==> src/rtl/swm_pkg.sv <==
// Shared types and constants for the sliding-window median filter.
// No dependencies; every other file but swm_ram imports this package.
package swm_pkg;

  localparam int unsigned SAMPLE_W = 16;
  localparam int unsigned MEDIAN_W = 16;
  localparam int unsigned TOTAL_W  = 48;
  localparam int unsigned WIN_W    = 13;

  typedef enum logic [1:0] {
    UPD_NONE,
    UPD_INC,
    UPD_DEC,
    UPD_CLR
  } upd_op_e;

  // Broadcast update to every level: value is the sample, or the clear address.
  typedef struct packed {
    upd_op_e             op;
    logic [SAMPLE_W-1:0] value;
  } upd_t;

  // Descent step handed from one level to the next.
  typedef struct packed {
    logic                valid;
    logic [SAMPLE_W-1:0] node;
    logic [WIN_W-1:0]    rank;
  } srch_t;

  typedef enum logic [2:0] {
    ST_CLEAR,
    ST_IDLE,
    ST_INSERT,
    ST_INS_WAIT,
    ST_SEARCH,
    ST_EMIT,
    ST_REMOVE,
    ST_REM_WAIT
  } state_e;

endpackage

==> src/rtl/swm_ram.sv <==
// Generic single-write, single-read RAM with registered read data.
// No dependencies.
module swm_ram #(
  parameter int unsigned WIDTH = 16,
  parameter int unsigned DEPTH = 4096
) (
  input  logic                     clk_i,
  input  logic                     we_i,
  input  logic [$clog2(DEPTH)-1:0] waddr_i,
  input  logic [WIDTH-1:0]         wdata_i,
  input  logic [$clog2(DEPTH)-1:0] raddr_i,
  output logic [WIDTH-1:0]         rdata_o
);
  logic [WIDTH-1:0] mem_q [DEPTH];
  logic [WIDTH-1:0] rdata_q;

  always_ff @(posedge clk_i) begin
    if (we_i) begin
      mem_q[waddr_i] <= wdata_i;
    end
    rdata_q <= mem_q[raddr_i];
  end

  assign rdata_o = rdata_q;
endmodule

==> src/rtl/swm_cell.sv <==
// One level of the count tree: its counts in a RAM, read-modify-write
// updates and one descent step of the median search. Depends on swm_pkg, swm_ram.
module swm_cell import swm_pkg::*; #(
  parameter int unsigned LEVEL       = 1,
  parameter int unsigned SAMPLE_BITS = 16,
  parameter int unsigned CNT_W       = 13
) (
  input  logic  clk_i,
  input  logic  rst_ni,
  input  upd_t  upd_i,
  input  srch_t srch_i,
  output srch_t srch_o
);
  localparam int unsigned DEPTH = 2 ** LEVEL;
  localparam int unsigned AW    = LEVEL;

  logic [AW-1:0]    upd_addr;
  logic [AW-1:0]    srch_addr;
  logic [AW-1:0]    raddr;
  logic [AW-1:0]    waddr;
  logic [CNT_W-1:0] wdata;
  logic [CNT_W-1:0] rdata;
  logic             we;
  logic             go_right;

  upd_op_e             rmw_op_q;
  logic [AW-1:0]       rmw_addr_q;
  logic                pend_q;
  logic [SAMPLE_W-1:0] pend_node_q;
  logic [WIN_W-1:0]    pend_rank_q;
  logic                srch_valid_q;
  logic [SAMPLE_W-1:0] srch_node_q;
  logic [WIN_W-1:0]    srch_rank_q;

  assign upd_addr  = upd_i.value[SAMPLE_BITS-1 -: LEVEL];
  assign srch_addr = AW'({srch_i.node, 1'b0});
  assign raddr     = srch_i.valid ? srch_addr : upd_addr;

  always_comb begin
    we    = 1'b0;
    waddr = rmw_addr_q;
    wdata = rdata;
    if (upd_i.op == UPD_CLR) begin
      we    = 1'b1;
      waddr = upd_i.value[AW-1:0];
      wdata = '0;
    end else if (rmw_op_q == UPD_INC) begin
      we    = 1'b1;
      wdata = rdata + CNT_W'(1);
    end else if (rmw_op_q == UPD_DEC) begin
      we    = 1'b1;
      wdata = rdata - CNT_W'(1);
    end
  end

  swm_ram #(.WIDTH(CNT_W), .DEPTH(DEPTH)) u_ram (
    .clk_i   (clk_i),
    .we_i    (we),
    .waddr_i (waddr),
    .wdata_i (wdata),
    .raddr_i (raddr),
    .rdata_o (rdata)
  );

  // rdata holds the left child's count: go right when the rank lies beyond it
  assign go_right = 32'(pend_rank_q) > 32'(rdata);

  always_ff @(posedge clk_i or negedge rst_ni) begin
    if (!rst_ni) begin
      rmw_op_q     <= UPD_NONE;
      pend_q       <= 1'b0;
      srch_valid_q <= 1'b0;
    end else begin
      rmw_op_q     <= (upd_i.op == UPD_INC || upd_i.op == UPD_DEC) ? upd_i.op : UPD_NONE;
      pend_q       <= srch_i.valid;
      srch_valid_q <= pend_q;
    end
  end

  always_ff @(posedge clk_i) begin
    rmw_addr_q  <= upd_addr;
    pend_node_q <= srch_i.node;
    pend_rank_q <= srch_i.rank;
    srch_node_q <= SAMPLE_W'({pend_node_q, go_right});
    srch_rank_q <= go_right ? WIN_W'(pend_rank_q - WIN_W'(rdata)) : pend_rank_q;
  end

  assign srch_o = {srch_valid_q, srch_node_q, srch_rank_q};
endmodule

==> config.mk <==
export PLATFORM = sky130hd
export DESIGN_NAME = swm_cell
export DESIGN_NICKNAME = d
export VERILOG_FILES = /design/src/rtl/swm_pkg.sv /design/src/rtl/swm_ram.sv /design/src/rtl/swm_cell.sv
export SDC_FILE = /design/constraint.sdc
export NUM_CORES = 1
export LEC_CHECK = 0
export CAP_MARGIN = 10
export CORE_MARGIN = 1.5
export CORE_UTILIZATION = 25
export DETAILED_ROUTE_END_ITERATION = 12
export DONT_BUFFER_PORTS = 1
export PLACE_DENSITY = 0.37
export REMOVE_ABC_BUFFERS = 1
export SLEW_MARGIN = 15
export SYNTH_ARGS = -nofsm -noshare
export SYNTH_HDL_FRONTEND = slang
export SYNTH_HIERARCHICAL = 1
export SYNTH_SLANG_ARGS = --single-unit
export TNS_END_PERCENT = 100
==> constraint.sdc <==
create_clock -name clk_i -period 2.77 [get_ports clk_i]
set_input_delay 0.277 -clock clk_i [delete_from_list [all_inputs] [get_ports clk_i]]
set_output_delay 0.277 -clock clk_i [all_outputs]
set_load 0.005 [all_outputs]
==> flow_summary.yaml, run 1 <==
synth:
  synthFlopType: "dfxtp_1"
  yosysTopAreaCell: "dfxtp_1"
  synth_warnings: 6
  synth_common_cells: "71 x dfxtp_1, 27 x nor2_1, 26 x edfxtp_1"
  yosysMostFrequentCell: "dfxtp_1"
  synth_top_area_share_pct: 36.9
  syn_inst: 314
  synth_edf_count: 26
  synth_cell_types: 43
  synth_seq_cells: 101
  ys_top_cells_by_area: "dfxtp_1 37%, edfxtp_1 20%, ha_1 5.5%"
  postSynthAreaPerCell_um2: 12.3
  async_reset_ff_share_pct: 3.96
  synthesis.area_mm2: 0.00385
  ys_seq_area_share_pct: 59.8
placed_design:
  dp_hpwl_um: 4980
  port_buffers: 0
  placed_cells: 499
  routabilityCongestion: 0.805
die:
  die_w_um: 127
  die_area_mm2: 0.0162
  io_pins: 80
  core_mm2: 0.0151
  start_util_pct: 25.4
  die-height_um: 127
  rows: 45
sta:
  clock.fmax_mhz: 402
  rsz0062_at_grt: "false"
  setup_viol_count_final: 0
  relSlewSlack_pct: 69.9
  post-route-period-util_pct: 89.7
  worst_pin_slew_ns: 0.447
  drv_slew: 0
  fin_crit_ns: 2.48
  hold_violations: 0
  skew_ns: 0.00676
  tns_ns: 0
job:
  drv_cap: 0
grt:
  grt_use_met3_pct: 3.48
  grt.total_usage_pct: 9.96
  grt_pass1_wl_um: 12000
  grt-busiest-layer: "met2"
  use_met1_pct: 11.6
  grt_pass1_vias: 2433
  grt_use_met2_pct: 16.0
  grt_overflow_total: 0
  antenna_found_initial: 0
  grt_start_max_net_pins: 18
clocking:
  numCtsBuffers: 9
  clockBufferDepth: 2
  clkTransAtPathRegs_ns: 0.07
  clock_sinks: 101
  cts.root.buffer_cell: "clkbuf_16"
  htreeDepth: 3
  clkLatencyLatePin_ns: 0.35
  cts_tree: "done"
power:
  p_per_area_mw_per_mm2: 761
  p_leak_nw: 1.86
  vdd_ir_drop_max_v: 0.000464
final_layout:
  seqCellArea_mm2: 0.00230
  final_cells: 548
  num_antenna_cells: 0
  multi_input_area_mm2: 0.00144
  syn2layout_area_growth_pct: 23.2
  nets: 423
  drive_above_1_share_pct: 13.6
  fill_cells: 1482
detailed_routing:
  ant_nets: 0
  drt_iter0_drc: 88
  viasPerCell: 4.28
  wl_per_cell_um: 13.4
  drt-total-wl_um: 7320
  first_pass_iters: 5
  vias: 2344
  remaining_drc_errors: 0
status:
  status: "finished, final reports clean"
critical_path:
  start_kind: "flip-flop"
  path_class: "reg -> reg"
  cp_max_fo: 14
  endpoint_kind: "flip-flop"
  required_ns: 3.01
  cp.arrival_ns: 2.72
min_path:
  hold_class: "in -> reg"
-- placed cells by master, fill, tap and decap left out, drive strengths merged, types with 2 or more instances in the layout --
master | synthesis | routed
a211oi | 6 | 6
a21oi | 11 | 11
and2 | 2 | 2
buf | 4 | 6
bufinv | 0 | 2
clkbuf | 5 | 9
clkinv | 0 | 2
dfrtp | 4 | 4
dfxtp | 71 | 71
dlygate4sd3 | 0 | 33
edfxtp | 26 | 26
ha | 17 | 17
inv | 17 | 20
mux2 | 25 | 25
mux2i | 3 | 3
nand2 | 11 | 11
nand2b | 4 | 4
nand3 | 4 | 4
nand4 | 7 | 7
nor2 | 27 | 27
nor2b | 6 | 6
nor3 | 10 | 10
nor4b | 2 | 2
o21a | 2 | 2
o21ai | 7 | 7
or3 | 5 | 5
or4 | 2 | 2
xnor2 | 18 | 18
xor2 | 5 | 5
-- final cells by class --
type                            instances  share of cell area, %
Clock buffer                            9                   4.75
Clock inverter                          7                   1.98
Inverter                               17                   1.34
Multi-Input combinational cell        187                   30.3
Sequential cell                       101                   48.5
Tap cell                              188                   4.96
Timing Repair Buffer                   39                   8.17
-- flip-flops by register name, summed over array words and instances (netlist names) --
name / flops
pend_node_q: 15
pend_q: 1
pend_rank_q: 13
rmw_addr_q: 1
rmw_op_q: 2
srch_node_q: 16
srch_rank_q: 13
srch_valid_q: 1
u_ram/mem_q: 26
u_ram/rdata_o: 13
-- worst max-delay path, cell delays in order, from the launching register on --
cell      delay [ns]
dfxtp_1         0.48
inv_1           0.13
ha_1            0.32
nor2b_1         0.15
o2111a_1        0.27
nor3_1          0.37
o21a_1          0.16
nor2_1          0.06
buf_12          0.16
mux2_2          0.27
-- routing by layer --
| layer | vias up | routed length [µm] |
|---|---|---|
| li1 | 1176 | - |
| met1 | 1095 | 3370 |
| met2 | 64 | 3410 |
| met3 | 9 | 366 |
| met4 | 0 | 165 |
| met5 | - | 0 |
-- final timing paths --
path	start	to	slack (ns)	cells past startpoint
hold reg to reg	pend_node_q[4]$_DFF_P_	srch_node_q[5]$_DFF_P_	0.33	0
max in group asynchronous	rst_ni	pend_q$_DFF_PN0_	2.40	1
min in group asynchronous	rst_ni	rmw_op_q[0]$_DFF_PN0_	0.19	1
setup / recovery	u_ram/rdata_o[1]$_DFF_P_	srch_rank_q[10]$_DFF_P_	0.29	9
setup reg to reg	u_ram/rdata_o[1]$_DFF_P_	srch_rank_q[10]$_DFF_P_	0.29	9
hold / removal	upd_i[16]	rmw_op_q[0]$_DFF_PN0_	0.06	1
-- repair_timing --
action	4_1_cts	5_1_grt
setup buffers	0	0
hold buffers	33	0
endpoints found under the setup margin	0	0
endpoints found under the hold margin	36	0
resized for setup	0	0
-- stage by stage --
stage | hold slack [ns] | util [%] | area (µm²) | power (mW) | worst slack [ns]
global route | 0.0461 | 31.3 | 4750 | 3.82 | 0.104
detailed placement | -0.0185 | 27.0 | 4100 | 2.28 | 0.260
CTS | 0.0415 | 31.3 | 4750 | 3.69 | 0.244
finish | 0.0606 | 31.3 | 4750 | 3.61 | 0.285
global placement | -0.0185 | 27.0 | 4100 | 2.28 | 0.278
floorplan | -0.0186 | - | 3800 | 2.14 | 0.254
-- cells by family (layout without fill, tap and decap cells) --
group           after synthesis  in the layout  share of synthesized area (%)
flops                       101            101                           59.8
simple gates                 83             83                           11.0
compound gates               35             35                           6.01
mux                          28             28                           9.06
buf+inv                      26             72                           2.89
xor+xnor                     23             23                           5.23
fa+ha+maj                    18             18                           6.04
-- report_power, final --
part	total [mW]	internal, mW	switching (mW)	leakage, nW
clock network	1.34	0.794	0.542	0.161
registers	1.76	1.68	0.0825	0.897
logic	0.517	0.263	0.254	0.805
Note: power is estimated with default switching activity, not from simulation.
==> run 2: changes to the inputs <==
--- a/config.mk
+++ b/config.mk
@@ -5,6 +5,7 @@
 export SDC_FILE = /design/constraint.sdc
 export NUM_CORES = 1
 export LEC_CHECK = 0
+export ABC_AREA = 1
 export CAP_MARGIN = 10
 export CORE_MARGIN = 1.5
 export CORE_UTILIZATION = 25
==> run 2 against run 1 <==
Count of clock-buffer cells in the layout is 1 higher. Sequential share of layout area is 2.3 points lower. Fmax is 13% higher. Die area is 6.7% higher. Synthesized area is 6.9% higher. Combinational power is 6.0% higher. First-iteration DRC count is 73% higher. Synthesized cell count is 52% higher. Non-clock buffer count stayed put. Critical path depth is 2 higher. Register-to-register slack better by 0.28 ns. Final cell count is 35% higher.
==> flow_summary.yaml, run 2 <==
status:
  status: "finished, final reports clean"
critical_path:
  start_kind: "flip-flop"
  cp_common_cell: "nand2_1"
  reg2reg_to: "srch_rank_q[7]$_DFF_P_"
  worst-path-buf-inv: 2
  r2r-start: "u_ram/rdata_o[2]$_DFF_P_"
  endpoint_kind: "flip-flop"
  cp.depth: 11
  required_ns: 2.99
  cp.arrival_ns: 2.43
  crit_path_end: "srch_rank_q[7]$_DFF_P_"
  path_cells: "inv_1 -> ha_1 -> nand2_1 -> nor2_1 -> nand3_2 -> nand2_2 -> inv_2 -> nand2_4 -> nand2_4 -> nand2_1 -> nand2_1"
  cp_top_family: "simple AND/OR/NAND/NOR gates"
  startpoint: "u_ram/rdata_o[2]$_DFF_P_"
  max_stage_delay_ns: 0.46
  cp_slowest_cell: "dfxtp_1"
  path_class: "reg -> reg"
  cp_max_fo: 14
  reg2reg_depth: 11
  r2r_slack_ns: 0.56
placed_design:
  port_buffers: 0
  dp_hpwl_um: 6580
  routabilityCongestion: 0.826
clocking:
  htreeDepth: 3
  cts_tree: "done"
  clockBufferDepth: 2
  clock_sinks: 101
  ctsResizeCount: 0
  cts.root.buffer_cell: "clkbuf_16"
  numCtsBuffers: 9
  clkLatencyLatePin_ns: 0.36
  clkTransAtPathRegs_ns: 0.07
final_layout:
  final_cell_mix: "155 x nand2_1, 71 x dfxtp_1, 61 x inv_1, 38 x nand3_1, 34 x dlygate4sd3_1"
  drive_above_1_share_pct: 6.87
  regMostFlops: "u_ram/mem_q"
  num_antenna_cells: 0
  largest_reg_flops: 26
  nets: 587
  fin_util_pct: 31.1
  reg_top3: "u_ram/mem_q (26), srch_node_q (16), pend_node_q (15)"
  final_common_cell: "nand2_1"
  syn2layout_area_growth_pct: 21.1
grt:
  antenna_found_initial: 0
  grt_pass1_wl_um: 15200
  grt_pass1_vias: 2966
  grt_start_max_net_pins: 20
  grt_overflow_total: 0
  grt.total_usage_pct: 11.6
synth:
  syn_inst: 478
  yosysMostFrequentCell: "nand2_1"
  ys_seq_area_share_pct: 55.9
  synth_cell_types: 27
  synth_common_cells: "155 x nand2_1, 71 x dfxtp_1, 61 x inv_1"
  synthesis.area_mm2: 0.00412
  postSynthAreaPerCell_um2: 8.61
  synth_top_area_share_pct: 34.5
  yosysTopAreaCell: "dfxtp_1"
  synth_seq_cells: 101
  synth_warnings: 6
  async_reset_ff_share_pct: 3.96
  synth_edf_count: 26
  ys_top_cells_by_area: "dfxtp_1 35%, edfxtp_1 19%, nand2_1 14%"
  synthFlopType: "dfxtp_1"
power:
  vdd_ir_drop_max_v: 0.000386
  p_per_area_mw_per_mm2: 713
  power_mw: 3.55
  p_leak_nw: 2.35
die:
  core_mm2: 0.0160
  rows: 46
  die_area_mm2: 0.0172
  start_util_pct: 25.7
  die-height_um: 131
  die_w_um: 131
  io_pins: 80
sta:
  hold_violations: 0
  post-route-period-util_pct: 79.6
  worst_pin_slew_ns: 0.631
  clock.fmax_mhz: 453
  setup_viol_count_final: 0
  relSlewSlack_pct: 57.9
  fin_crit_ns: 2.21
  drv_slew: 0
  tns_ns: 0
  rsz0062_at_grt: "false"
  whs_ns: 0.0276
  skew_ns: 0.0100
detailed_routing:
  wl_per_cell_um: 12.7
  ant_nets: 0
  viasPerCell: 4.12
  remaining_drc_errors: 0
  first_pass_iters: 4
  drt-total-wl_um: 9410
  vias: 3050
  drt_iter0_drc: 152
min_path:
  hold_class: "in -> reg"
job:
  drv_cap: 0
-- run 2: cell families (layout without fill, tap and decap cells) --
kind of cell    after synthesis  count (layout)  share of synthesized area [%]
flops                       101             101                           55.9
buf+inv                      73             119                           7.54
xor+xnor                      5               5                           1.06
compound gates               35              35                           4.32
mux                           1               1                          0.274
fa+ha+maj                    18              18                           5.66
simple gates                245             245                           25.2
-- run 2: power by group --
group          internal, mW  switching [mW]
registers              1.67          0.0827
logic                 0.204           0.344
clock network         0.639           0.609
-- run 2: worst min-delay path by stage --
stage / startpoint / end / slack, ns / cells past startpoint
final: upd_i[17] / rmw_op_q[1]$_DFF_PN0_ / 0.03 / 2
after global routing: upd_i[17] / rmw_op_q[1]$_DFF_PN0_ / 0.02 / 2
after CTS: upd_i[17] / rmw_op_q[1]$_DFF_PN0_ / 0.005 / 2
after detailed placement: rst_ni / srch_valid_q$_DFF_PN0_ / -0.02 / 0
after global placement: rst_ni / pend_q$_DFF_PN0_ / -0.02 / 0
after floorplan: rst_ni / pend_q$_DFF_PN0_ / -0.02 / 0
-- run 2: final cells by class --
class | instances | area (µm²)
Clock inverter | 6 | 60.1
Clock buffer | 10 | 229
Tap cell | 216 | 270
Multi-Input combinational cell | 304 | 1500
Fill cell | 1728 | 11000
Inverter | 64 | 240
Timing Repair Buffer | 39 | 378
Sequential cell | 101 | 2300
-- run 2: timing repair --
| action | CTS | global route |
|---|---|---|
| hold endpoints to repair | 36 | 0 |
| hold buffers | 34 | 0 |
| setup buffers | 0 | 0 |
-- run 2: layer usage --
layer	part of all wire, %	wire, µm	GRT usage, %	up-vias
met5	0	0	0	-
li1	-	-	-	1598
met1	48	4480	14.3	1380
met2	47	4380	18.3	66
met3	4.7	441	3.67	6
met4	1.1	108	5.37	0
-- run 2: through the flow --
step           setup slack (ns)  cells  cell area (µm²)
2_1_floorplan             0.911    469             4050
3_3_place_gp              0.596    690             4350
3_5_place_dp              0.581    690             4350
4_1_cts                   0.567    740             4980
5_1_grt                   0.386    740             4980
6_report                  0.565    740             4980
